[config.mk]
export PLATFORM = sky130hd
export DESIGN_NAME = nibble_tone_sequencer
export DESIGN_NICKNAME = d
export VERILOG_FILES = /design/src/rtl/nts_pkg.sv /design/src/rtl/nts_front.sv /design/src/rtl/nts_queue.sv /design/src/rtl/nts_back.sv /design/src/rtl/nibble_tone_sequencer.sv
export SDC_FILE = /design/constraint.sdc
export NUM_CORES = 1
export LEC_CHECK = 0
export BUFFER_PORTS_ARGS = -buffer_cell sky130_fd_sc_hd__buf_2
export CAP_MARGIN = 10
export CORE_ASPECT_RATIO = 0.9
export CORE_UTILIZATION = 30
export DETAILED_ROUTE_END_ITERATION = 6
export GPL_TIMING_DRIVEN = 0
export SYNTH_ARGS = -nofsm -noshare
export SYNTH_HDL_FRONTEND = slang
export SYNTH_SLANG_ARGS = --single-unit
[constraint.sdc]
create_clock -name clk -period 3.9 [get_ports clk]
set_input_delay 0 -clock clk [delete_from_list [all_inputs] [get_ports clk]]
set_output_delay 0 -clock clk [all_outputs]
set_load 0.05 [all_outputs]
[src/rtl/nts_pkg.sv]
package nts_pkg;

  localparam int unsigned SilWidth    = 17;
  localparam int unsigned TickWidth   = 17;
  localparam int unsigned PerWidth    = 10;
  localparam int unsigned QueueDepth  = 2;
  localparam int unsigned QueueCntW   = $clog2(QueueDepth + 1);
  localparam int unsigned QueuePtrW   = $clog2(QueueDepth);

  localparam logic [SilWidth-1:0]  SilenceReset = 17'd100000;
  localparam logic [TickWidth-1:0] TickMax      = 17'h1FFFF;
  localparam logic [3:0]           FirstRest    = 4'd14;

  typedef enum logic [1:0] {
    STG_IDLE = 2'd0,
    STG_HIGH = 2'd1,
    STG_LOW  = 2'd2,
    STG_SIL  = 2'd3
  } stage_t;

  typedef enum logic {
    CMD_TICK  = 1'b0,
    CMD_OFFER = 1'b1
  } cmd_kind_t;

  typedef struct packed {
    logic       mode;
    logic [7:0] note_byte;
  } in_t;

  typedef struct packed {
    logic tone_out;
    logic busy_res;
    logic byte_taken;
  } out_t;

  // Classified item as it travels through the queue.
  typedef struct packed {
    cmd_kind_t  kind;
    logic [3:0] hi_code;
    logic [3:0] lo_code;
    logic       hi_tone;
  } cmd_t;

  typedef struct packed {
    stage_t                stage;
    logic [2:0]            note;
    logic                  rep;
    logic [PerWidth-1:0]   periods;
    logic                  pin;
    logic [TickWidth-1:0]  tick;
    logic                  pv;
    logic [3:0]            pn;
  } seq_t;

  // Periods per repetition for A, B, C, D, E, F, G.
  function automatic logic [PerWidth-1:0] note_periods(input logic [2:0] n);
    logic [PerWidth-1:0] v;
    case (n)
      3'd0:    v = 10'd880;
      3'd1:    v = 10'd987;
      3'd2:    v = 10'd523;
      3'd3:    v = 10'd587;
      3'd4:    v = 10'd659;
      3'd5:    v = 10'd698;
      default: v = 10'd783;
    endcase
    return v;
  endfunction

  function automatic logic [PerWidth-1:0] note_high(input logic [2:0] n);
    logic [PerWidth-1:0] v;
    case (n)
      3'd0:    v = 10'd284;
      3'd1:    v = 10'd278;
      3'd2:    v = 10'd477;
      3'd3:    v = 10'd425;
      3'd4:    v = 10'd379;
      3'd5:    v = 10'd357;
      default: v = 10'd318;
    endcase
    return v;
  endfunction

  function automatic logic [PerWidth-1:0] note_low(input logic [2:0] n);
    logic [PerWidth-1:0] v;
    case (n)
      3'd0:    v = 10'd275;
      3'd1:    v = 10'd269;
      3'd2:    v = 10'd468;
      3'd3:    v = 10'd416;
      3'd4:    v = 10'd370;
      3'd5:    v = 10'd348;
      default: v = 10'd309;
    endcase
    return v;
  endfunction

endpackage

[src/rtl/nts_front.sv]
module nts_front import nts_pkg::*; (
  input  logic in_valid,
  output logic in_ready,
  input  in_t  in_data,
  output logic push,
  output cmd_t push_cmd,
  input  logic q_ready
);

  assign in_ready = q_ready;
  assign push     = in_valid && q_ready;

  // Split the byte into its two codes and mark whether the first one plays a tone.
  always_comb begin
    push_cmd.kind    = in_data.mode ? CMD_OFFER : CMD_TICK;
    push_cmd.hi_code = in_data.note_byte[7:4];
    push_cmd.lo_code = in_data.note_byte[3:0];
    push_cmd.hi_tone = (in_data.note_byte[7:4] < FirstRest);
  end

endmodule

[src/rtl/nts_queue.sv]
module nts_queue import nts_pkg::*; (
  input  logic clk,
  input  logic rst_n,
  input  logic push,
  input  cmd_t push_cmd,
  output logic q_ready,
  output logic q_valid,
  output cmd_t q_cmd,
  input  logic pop
);

  cmd_t                 entry_r [QueueDepth];
  logic [QueueCntW-1:0] count_r, count_nxt;
  logic [QueuePtrW-1:0] wr_ptr_r, rd_ptr_r;

  assign q_ready = (count_r != QueueCntW'(QueueDepth));
  assign q_valid = (count_r != '0);
  assign q_cmd   = entry_r[rd_ptr_r];

  always_comb begin
    count_nxt = count_r;
    if (push && !pop) begin
      count_nxt = count_r + 1'b1;
    end else if (pop && !push) begin
      count_nxt = count_r - 1'b1;
    end
  end

  always_ff @(posedge clk) begin
    if (!rst_n) begin
      count_r  <= '0;
      wr_ptr_r <= '0;
      rd_ptr_r <= '0;
    end else begin
      count_r <= count_nxt;
      if (push) begin
        wr_ptr_r <= wr_ptr_r + 1'b1;
      end
      if (pop) begin
        rd_ptr_r <= rd_ptr_r + 1'b1;
      end
    end
  end

  always_ff @(posedge clk) begin
    if (push) begin
      entry_r[wr_ptr_r] <= push_cmd;
    end
  end

  a_no_push_full: assert property (@(posedge clk) disable iff (!rst_n)
    (count_r == QueueCntW'(QueueDepth)) |-> !push)
    else $error("queue written while full");

  a_no_pop_empty: assert property (@(posedge clk) disable iff (!rst_n)
    pop |-> (count_r != '0))
    else $error("queue read while empty");

  a_count_range: assert property (@(posedge clk) disable iff (!rst_n)
    count_r <= QueueCntW'(QueueDepth))
    else $error("queue count out of range");

endmodule

[src/rtl/nts_back.sv]
module nts_back import nts_pkg::*; (
  input  logic                clk,
  input  logic                rst_n,
  input  logic                q_valid,
  input  cmd_t                q_cmd,
  output logic                pop,
  input  logic [SilWidth-1:0] silence,
  output logic                out_valid,
  input  logic                out_ready,
  output out_t                out_data
);

  seq_t seq_r, seq_nxt;
  out_t out_r, res;
  logic out_valid_r;

  function automatic logic occupies(input logic [3:0] code, input logic [SilWidth-1:0] sil);
    return (code < FirstRest) || (sil != '0);
  endfunction

  function automatic seq_t start_code(input seq_t s_in, input logic [3:0] code,
                                      input logic [SilWidth-1:0] sil);
    seq_t s;
    s      = s_in;
    s.tick = '0;
    if (code < FirstRest) begin
      s.note    = code[3:1];
      s.rep     = code[0];
      s.periods = note_periods(code[3:1]);
      s.stage   = STG_HIGH;
      s.pin     = 1'b1;
    end else begin
      s.pin = 1'b0;
      if (sil != '0) begin
        s.stage = STG_SIL;
      end
    end
    return s;
  endfunction

  // At most one code can be pending, so this never needs more than one try.
  function automatic seq_t next_nibble(input seq_t s_in, input logic [SilWidth-1:0] sil);
    seq_t       s;
    logic [3:0] code;
    s    = s_in;
    code = s.pn;
    if (s.pv) begin
      s.pv = 1'b0;
      s.pn = '0;
      s    = start_code(s, code, sil);
      if (!occupies(code, sil)) begin
        s.stage = STG_IDLE;
        s.pin   = 1'b0;
        s.tick  = '0;
      end
    end else begin
      s.stage = STG_IDLE;
      s.pin   = 1'b0;
      s.tick  = '0;
    end
    return s;
  endfunction

  function automatic seq_t advance(input seq_t s_in, input logic [SilWidth-1:0] sil);
    seq_t                 s;
    logic [TickWidth-1:0] t;
    logic [PerWidth-1:0]  p;
    s = s_in;
    t = s.tick + 1'b1;
    p = s.periods;
    case (s.stage)
      STG_HIGH: begin
        if (t >= TickWidth'(note_high(s.note))) begin
          s.stage = STG_LOW;
          s.pin   = 1'b0;
          s.tick  = '0;
        end else begin
          s.tick = t;
        end
      end
      STG_LOW: begin
        if (t >= TickWidth'(note_low(s.note))) begin
          s.tick = '0;
          if (p != '0) begin
            p = p - 1'b1;
          end
          s.periods = p;
          if (p == '0) begin
            if (s.rep) begin
              s.rep     = 1'b0;
              s.periods = note_periods(s.note);
              s.stage   = STG_HIGH;
              s.pin     = 1'b1;
            end else begin
              s.pin = 1'b0;
              if (sil != '0) begin
                s.stage = STG_SIL;
              end else begin
                s = next_nibble(s, sil);
              end
            end
          end else begin
            s.stage = STG_HIGH;
            s.pin   = 1'b1;
          end
        end else begin
          s.tick = t;
        end
      end
      STG_SIL: begin
        if (s.tick != TickMax) begin
          s.tick = t;
        end
        if (s.tick >= sil) begin
          s = next_nibble(s, sil);
        end
      end
      default: begin
      end
    endcase
    return s;
  endfunction

  assign pop       = q_valid && (!out_valid_r || out_ready);
  assign out_valid = out_valid_r;
  assign out_data  = out_r;

  always_comb begin
    seq_nxt        = seq_r;
    res.tone_out   = seq_r.pin;
    res.busy_res   = (seq_r.stage != STG_IDLE);
    res.byte_taken = 1'b0;
    if (q_cmd.kind == CMD_TICK) begin
      seq_nxt = advance(seq_r, silence);
    end else begin
      if (seq_r.stage == STG_IDLE) begin
        res.byte_taken = 1'b1;
        seq_nxt.pn     = q_cmd.lo_code;
        seq_nxt.pv     = 1'b1;
        seq_nxt        = start_code(seq_nxt, q_cmd.hi_code, silence);
        if (!(q_cmd.hi_tone || (silence != '0))) begin
          seq_nxt = next_nibble(seq_nxt, silence);
        end
      end
      res.tone_out = seq_nxt.pin;
      res.busy_res = (seq_nxt.stage != STG_IDLE);
    end
  end

  always_ff @(posedge clk) begin
    if (!rst_n) begin
      seq_r.stage   <= STG_IDLE;
      seq_r.note    <= '0;
      seq_r.rep     <= 1'b0;
      seq_r.periods <= '0;
      seq_r.pin     <= 1'b0;
      seq_r.tick    <= '0;
      seq_r.pv      <= 1'b0;
      seq_r.pn      <= '0;
      out_valid_r   <= 1'b0;
    end else begin
      if (pop) begin
        seq_r       <= seq_nxt;
        out_valid_r <= 1'b1;
      end else if (out_ready) begin
        out_valid_r <= 1'b0;
      end
    end
  end

  always_ff @(posedge clk) begin
    if (pop) begin
      out_r <= res;
    end
  end

  a_idle_quiet: assert property (@(posedge clk) disable iff (!rst_n)
    (seq_r.stage == STG_IDLE) |-> (!seq_r.pin && !seq_r.pv))
    else $error("idle sequencer holds a level or a pending code");

  a_pin_follows_stage: assert property (@(posedge clk) disable iff (!rst_n)
    (seq_r.pin == (seq_r.stage == STG_HIGH)))
    else $error("pin level disagrees with stage");

  a_idle_result_low: assert property (@(posedge clk) disable iff (!rst_n)
    (out_valid_r && !out_r.busy_res) |-> !out_r.tone_out)
    else $error("tone driven while not busy");

  a_taken_only_idle: assert property (@(posedge clk) disable iff (!rst_n)
    (pop && res.byte_taken) |=> ($past(seq_r.stage) == STG_IDLE))
    else $error("byte taken while busy");

endmodule

[src/rtl/nibble_tone_sequencer.sv]
// Nibble tone sequencer: plays a note byte as a square wave on a one-bit speaker level.
// Input channel (in_valid/in_ready/in_data): each item is either a one-microsecond tick
// (mode 0) or the offer of a note byte (mode 1). A byte offered while the block is idle
// is taken; its upper code plays first, then its lower code. Codes 0 to 13 play a note
// (bits 3..1 pick A to G, bit 0 picks one or two repetitions); every code ends with a
// low gap of silence_ticks ticks, and codes 14 and 15 give only that gap. A byte offered
// while busy is dropped and reported with byte_taken low.
// Output channel (out_valid/out_ready/out_data): exactly one result item per input item,
// in order. For a tick it carries the level and busy flag during that tick; for an offer
// it carries the state after the offer.
// Configuration channel (cfg_valid/cfg_ready/cfg_data) writes silence_ticks; it is always
// ready and should be used while no items are in flight.
// Timing: an item is accepted into a two-entry queue, the sequencer takes it from the
// queue when the output register is free or being read, and its result is then held in
// the output register. The sequencer retires one item per cycle, so the block sustains
// one item per clock cycle when the receiver keeps out_ready high.
// Reset (synchronous, rst_n low) empties the queue, leaves the sequencer idle with the
// level low, and sets silence_ticks to 100000. When the receiver stalls, the result
// holds in the output register, the queue fills its two entries, and in_ready drops.
module nibble_tone_sequencer import nts_pkg::*; (
  input  logic                clk,
  input  logic                rst_n,
  input  logic                in_valid,
  output logic                in_ready,
  input  in_t                 in_data,
  output logic                out_valid,
  input  logic                out_ready,
  output out_t                out_data,
  input  logic                cfg_valid,
  output logic                cfg_ready,
  input  logic [SilWidth-1:0] cfg_data
);

  logic                silence_r;
  logic [SilWidth-1:0] silence_ticks_r;
  logic                push, pop, q_ready, q_valid;
  cmd_t                push_cmd, q_cmd;

  // The register write never stalls.
  assign cfg_ready = 1'b1;

  always_ff @(posedge clk) begin
    if (!rst_n) begin
      silence_ticks_r <= SilenceReset;
      silence_r       <= 1'b0;
    end else begin
      if (cfg_valid) begin
        silence_ticks_r <= cfg_data;
      end
      silence_r <= (silence_ticks_r == '0);
    end
  end

  // Front end: takes items and sorts ticks from byte offers.
  nts_front u_front (
    .in_valid (in_valid),
    .in_ready (in_ready),
    .in_data  (in_data),
    .push     (push),
    .push_cmd (push_cmd),
    .q_ready  (q_ready)
  );

  // Short queue that lets the front keep accepting while the back end is stalled.
  nts_queue u_queue (
    .clk      (clk),
    .rst_n    (rst_n),
    .push     (push),
    .push_cmd (push_cmd),
    .q_ready  (q_ready),
    .q_valid  (q_valid),
    .q_cmd    (q_cmd),
    .pop      (pop)
  );

  // Back end: the tone sequencer and the result register.
  nts_back u_back (
    .clk       (clk),
    .rst_n     (rst_n),
    .q_valid   (q_valid),
    .q_cmd     (q_cmd),
    .pop       (pop),
    .silence   (silence_ticks_r),
    .out_valid (out_valid),
    .out_ready (out_ready),
    .out_data  (out_data)
  );

  // A zero gap makes rest codes take no time; the flag follows the register next cycle.
  a_zero_flag: assert property (@(posedge clk) disable iff (!rst_n)
    $stable(silence_ticks_r) |-> (silence_r == (silence_ticks_r == '0)))
    else $error("zero-gap flag out of step with register");

endmodule

==> results of run 1 <==
[worst min-delay path, delay by kind of cell]
family	cells	cell delay [ps]
buf+inv	2	250
compound gates	1	110
[power by group]
part / switching, uW / internal, uW
Sequential: 145 / 1100
Combinational: 2060 / 1160
Clock: 421 / 444
Total: 2630 / 2700
[area by class of cell]
type	instances	area, um2	area share
multi-input combinational	632	4570	0.553
clock inverter	6	52.6	0.00636
clock buffer	10	229	0.0277
tap	286	358	0.0433
buffer	54	284	0.0344
inverter	43	161	0.0195
sequential	85	1950	0.236
timing repair buffer	88	658	0.0797
[cells by family (layout without fill, tap and decap cells)]
group,count (synthesis),in the layout,synth area share
muxes,29,29,0.0451
and+or+nand+nor,290,290,0.227
DFF,85,85,0.294
xor gates and xnor gates,36,36,0.0480
buffers and inverters,100,201,0.0621
AOI/OAI and AO/OA,231,231,0.237
other,1,1,0.000571
adders and majority gates,45,45,0.0857
[Yosys cell counts, types with 6 or more instances]
| cell | number | area [um2] |
|---|---|---|
| a32o_1 | 6 | 60.1 |
| clkbuf_1 | 42 | 158 |
| nand2b_1 | 10 | 62.6 |
| nand2_1 | 67 | 251 |
| buf_2 | 6 | 30.0 |
| a211oi_1 | 8 | 60.1 |
| nor4_1 | 11 | 68.8 |
| and3_1 | 6 | 37.5 |
| inv_1 | 40 | 150 |
| nor2_1 | 73 | 274 |
| dfxtp_1 | 62 | 1240 |
| nand3_1 | 29 | 145 |
| xor2_1 | 18 | 158 |
| o21ai_1 | 9 | 45.0 |
| mux2i_1 | 24 | 240 |
| or3_1 | 7 | 43.8 |
| a31oi_1 | 13 | 81.3 |
| o211ai_1 | 10 | 75.1 |
| edfxtp_1 | 23 | 691 |
| ha_1 | 45 | 563 |
| nand4_1 | 24 | 150 |
| o21ai_0 | 52 | 260 |
| o21a_1 | 8 | 60.1 |
| xnor2_1 | 18 | 158 |
| a21oi_1 | 50 | 250 |
| nor3_1 | 30 | 150 |
[path summary, 6_finish.rpt]
| path | start | to |
|---|---|---|
| setup / recovery | u_back.seq_r[6] | u_back.seq_r[2] |
| hold reg to reg | u_back.seq_r[0] | u_back.seq_r[0] |
| setup reg to reg | u_back.seq_r[6] | u_back.seq_r[2] |
| hold / removal | rst_n | u_back.seq_r[1] |
[flip-flops by register name, summed over array words and instances, names as in the netlist, named ones only]
signal,cells
silence_ticks_r,17
u_back.out_data,3
u_back.out_valid,1
u_back.seq_r,39
u_queue.count_r,2
u_queue.entry_r,20
u_queue.rd_ptr_r,1
u_queue.wr_ptr_r,1
[through the flow]
step / hold WS (ps) / power [uW] / TNS, ps / util
detailed placement: 193 / 4190 / -23310 / 0.337
floorplan: 98.9 / 3430 / 0 / -
finish: 49.5 / 5330 / 0 / 0.390
global placement: 187 / 4200 / -24260 / 0.337
CTS: 37.1 / 5150 / 0 / 0.376
global route: 45.9 / 5700 / -236 / 0.390
[metal layers]
layer / share of wire / up-vias
met3: 0.080 / 33
met2: 0.44 / 311
met1: 0.47 / 3165
met5: 0 / -
li1: - / 3236
met4: 0.014 / 0
[repair_timing]
action	in CTS	in global routing
setup buffers	8	19
hold buffers	27	0
gates resized for setup	47	45
endpoints found under the hold margin	36	0
cloned	0	2
endpoints found under the setup margin	40	38
pin swaps	7	28
==> flow_summary.ini, run 1 <==
[yosys]
synth_area_um2 = 6570
synth-seq-area-share = 0.294
synth_fp_nets = 893
synth_warnings = 0
syn_area_per_cell_um2 = 8.04
synthCells = 817
synth_cell_types = 75
ys_ff_latch = 85
synth_edf_count = 23
synthArstFlopShare = 0
synth_ff_type = dfxtp_1

[final_layout]
n_fill_cell = 2192
final_common_cell = nor2_1
final_cell_mix = 69 x nor2_1, 66 x nand2_1, 55 x dfxtp_1
final_cell_count_no_fill = 1204
syn2layout_area_growth_pct = 25.6
final_cell_area_um2 = 8260
finalNetCount = 989
drive_gt1_frac = 0.176
antenna_cells = 0

[power_and_ir_drop]
irDropWorstVdd_mv = 0.508
p_leak_uw = 0.00323
powerDensity_nw_per_um2 = 645

[critical_path]
critPathKind = reg2reg
critPathMaxStageDelay_ps = 440
startpoint_type = register
crit_chain = ha_4 > nand3_4 > nor2_4 > nand4_1 > inv_1 > ha_4 > nor3_4 > nand2_1 > xnor2_2 > ha_1 > a211o_1 > o32a_2 > buf_4 > nor3_4 > buf_4 > a2111oi_4 > nor3_4 > o32ai_1
reg2reg_slack_ps = 80
worst-path-stages = 18
cp_data_required_time_ps = 4130
path_max_fanout = 5
critPathMostFrequentCell = nor3_4
arrival_ps = 4050
reg2reg_depth = 18
path_buf_inv = 3
crit_family = simple AND/OR/NAND/NOR gates
cpMaxStageDelayCell = o32a_2
endpoint_kind = register

[global_route]
groute.layer.met3.usage = 0.0426
grt_overflow = 0
grt_pass1_vias = 6205
grt_start_max_net_pins = 18
top_usage_layer = met2
gr-usage-all-layers = 0.192
antenna_found_initial = 0
grt_pass1_wl_um = 33700
grtUsageMet2 = 0.294
grt_util_met1 = 0.273

[detailed_routing]
drc = 0
wire_per_inst_um = 17.8
viasPerCell = 5.60
wl_um = 21400
drt-pass1-iter-count = 6
first_iter_violations = 682
antenna_left = 0
vias = 6745

[die]
coreArea_um2 = 21100
start_util = 0.311
row_count = 50
dieArea_um2 = 22500
num_io_pins = 37
die_y_um = 142
die_w_um = 158

[sta]
fin_skew_ps = 9.72
worstMarginPinSlew_ps = 1310
min_period_ps = 3820
drv_slew = 0
setup_slack_ps = 78.7
slew_headroom = 0.122
fin_crit_sh = 0.980
finalSetupViolCount = 0
max_freq_ghz = 0.262
hold_viol = 0

[clocking]
ctsHtreeMaxLevel = 3
insertion_delay_ps = 360
cts_tree = built
numCtsBuffers = 9
cts.sinks = 85
cts.reportedPaths.clkPinSlew_ps = 80
cts_root_buffer = clkbuf_16
clockBufferDepth = 2

[placed_design]
post-place-ws_ps = -919
portBuffers = 34
hpwl_um = 15200
gp_congestion = 0.903
dpl-instance-area_um2 = 7120
placedCellCount = 1137

[min_path]
hold_path_depth = 3
hold_path.class = in2reg

[run]
maxCapViolations = 0

[status]
status = complete, no violations
No activity file was read; power rests on OpenSTA's default activity.
==> run 2: changes to the inputs <==
--- a/config.mk
+++ b/config.mk
@@ -5,6 +5,7 @@
 export SDC_FILE = /design/constraint.sdc
 export NUM_CORES = 1
 export LEC_CHECK = 0
+export ABC_AREA = 1
 export BUFFER_PORTS_ARGS = -buffer_cell sky130_fd_sc_hd__buf_2
 export CAP_MARGIN = 10
 export CORE_ASPECT_RATIO = 0.9
==> run 2 against run 1 <==
First-iteration DRC count shrank 12%; cell count grew 25%; non-clock buffer count shrank 37; clock power shrank 2%; critical path type unchanged; largest cell class unchanged; flip-flop and latch count is the same; combinational power shrank 11%; synthesized cell count grew 37%; register-to-register slack gained 130 ps; largest power group unchanged; sequential power shrank 6%; critical endpoint is now u_back.seq_r[36].
==> flow_summary.ini, run 2 <==
[sta]
worstMarginPinSlew_ps = 876
finalSetupViolCount = 0
hold_viol = 0
slew_headroom = 0.414
min_period_ps = 3690
drv_slew = 0
fin_crit_sh = 0.945
fin_skew_ps = 9.30
fin_tns_setup_ps = 0
max_freq_ghz = 0.271

[yosys]
yosys.area.top_type = dfxtp_1
synth.top_cell.area_share = 0.177
synth_area_um2 = 7030
synthCells = 1120
synth_area_leaders = dfxtp_1 18%, nand2_1 17%, edfxtp_1 9.8%
synth_commonest_cells = 320 x nand2_1, 143 x nor2_1, 126 x inv_1
synth_fp_nets = 1196
synth_edf_count = 23
synthArstFlopShare = 0
ys_ff_latch = 85
post-synth-top-count-cell = nand2_1
synth_cell_types = 46
synth_warnings = 0
synth-seq-area-share = 0.275
syn_area_per_cell_um2 = 6.27
synth_ff_type = dfxtp_1

[die]
dieArea_um2 = 24000
start_util = 0.309
die_y_um = 147
row_count = 52
die_w_um = 163
coreArea_um2 = 22700
num_io_pins = 37

[global_route]
groute.layer.met3.usage = 0.0212
antenna_found_initial = 0
grt_util_met1 = 0.255
grtUsageMet2 = 0.273
grt_pass1_vias = 6723
grt_pass1_wl_um = 33700
gr-usage-all-layers = 0.175
grt_start_max_net_pins = 14
top_usage_layer = met2
grt_overflow = 0

[clocking]
cts_root_buffer = clkbuf_16
insertion_delay_ps = 350
clockBufferDepth = 2
ctsHtreeMaxLevel = 3
cts.reportedPaths.clkPinSlew_ps = 60
cts.sinks = 85
cts_tree = built
numCtsBuffers = 9

[power_and_ir_drop]
powerDensity_nw_per_um2 = 589
p_leak_uw = 0.00388
irDropWorstVdd_mv = 0.418

[final_layout]
top_regs = u_back.seq_r: 39 flops, u_queue.entry_r: 20 flops, silence_ticks_r: 17 flops
largest_reg_flops = 39
antenna_cells = 0
fin_util = 0.367
syn2layout_area_growth_pct = 18.6
n_fill_cell = 2450
finalNetCount = 1280
drive_gt1_frac = 0.127
final_cell_count_no_fill = 1506
final_common_cell = nand2_1
final_cell_mix = 318 x nand2_1, 141 x nor2_1, 125 x inv_1
regMostFlops = u_back.seq_r
seq_area_um2 = 1970
multi_input_area_um2 = 4510

[critical_path]
arrival_ps = 3930
startpoint_type = register
critPathKind = reg2reg
cp_data_required_time_ps = 4140
path_max_fanout = 10
endpoint_kind = register

[detailed_routing]
vias = 7413
first_iter_violations = 601
wire_per_inst_um = 13.8
drt-pass1-iter-count = 6
drc = 0
antenna_left = 0
wl_um = 20900
viasPerCell = 4.92

[placed_design]
placedCellCount = 1451
hpwl_um = 16200
portBuffers = 34
gp_congestion = 0.908

[min_path]
hold_path.class = in2reg

[run]
maxCapViolations = 0

[status]
status = complete, no violations
==> run 2: changes by cell type after synthesis, moves of 20 or more <==
cell / before / now
a21oi_1: 50 / 80
mux2i_1: 24 / 0
nand2_1: 67 / 320
nand3_1: 29 / 59
nor2_1: 73 / 143
nor3_1: 30 / 10
o21ai_0: 52 / 93
inv_1: 40 / 126
==> run 2: routing by layer <==
layer | share of wire | up-vias
met4 | 0.014 | 0
li1 | - | 3835
met1 | 0.49 | 3310
met2 | 0.43 | 242
met3 | 0.058 | 26
met5 | 0 | -
==> run 2: cell families (layout without fill, tap and decap cells) <==
logic type / count (synthesis) / after routing / share of synthesized area
adders and majority gates: 45 / 45 / 0.0801
buffers and inverters: 166 / 255 / 0.0906
other: 1 / 1 / 0.000534
and+or+nand+nor: 614 / 614 / 0.391
xor gates and xnor gates: 4 / 4 / 0.00499
AOI/OAI and AO/OA: 205 / 205 / 0.158
DFF: 85 / 85 / 0.275
==> run 2: worst max-delay path: stages, from the launching register on <==
cell and delay [ps]:
dfxtp_4 390, nand2_1 110, nor2_1 100, nand2_1 90, nor2_2 110, nand2_1 100, nor2_2 180, ha_2 240
buf_4 200, nand2_1 80, o21ai_1 190, ha_1 320, nand2_1 90, inv_1 40, nand2_1 50, nand2_1 50
nand2_1 50, nand2_1 50, nand2_1 60, nand4_1 100, buf_4 180, nand2_2 110, buf_4 130, nand2_1 90
a21oi_1 270, nand2_1 90, nand2_1 60, nor2_1 40
==> run 2: what timing repair did <==
action                     in CTS  in global routing
hold endpoints to repair       38                  0
gates resized for setup        27                 36
setup endpoints to repair      39                 38
pin swaps                       4                 11
hold buffers                   30                  0
setup buffers                   6                  3
==> run 2: worst paths after layout <==
kind                                        from                 end  slack, ps  cells past startpoint
worst max-delay path            u_back.seq_r[12]    u_back.seq_r[36]        210                     27
worst min-delay path                       rst_n  silence_ticks_r[6]         70                      3
worst max register to register  u_back.seq_r[12]    u_back.seq_r[36]        210                     27
worst min register to register  u_queue.rd_ptr_r    u_queue.rd_ptr_r        460                      1
==> run 2: where the power goes <==
group          internal, uW  switching, uW  total [uW]
combinational           890           1990        2880
clock                   493            355         848
sequential             1080            104        1180
total                  2460           2450        4910
==> run 2: layout make-up <==
type	instances	share of cell area
Multi-Input combinational cell	869	0.541
Sequential cell	85	0.236
Clock buffer	11	0.0279
Inverter	134	0.0604
Tap cell	297	0.0446
Buffer	32	0.0188
Clock inverter	5	0.00616
Timing Repair Buffer	73	0.0646
==> run 2: per-stage QoR <==
| stage | hold slack [ps] | cell area (um2) | setup slack, ps | power [uW] |
|---|---|---|---|---|
| floorplan | 98.9 | 7030 | 314 | 3330 |
| global placement | 186 | 7570 | -786 | 4000 |
| detailed placement | 191 | 7570 | -761 | 4010 |
| CTS | 79.4 | 8240 | 3.20 | 4890 |
| global route | 121 | 8330 | -17.7 | 5370 |
| finish | 74.9 | 8330 | 213 | 4910 |
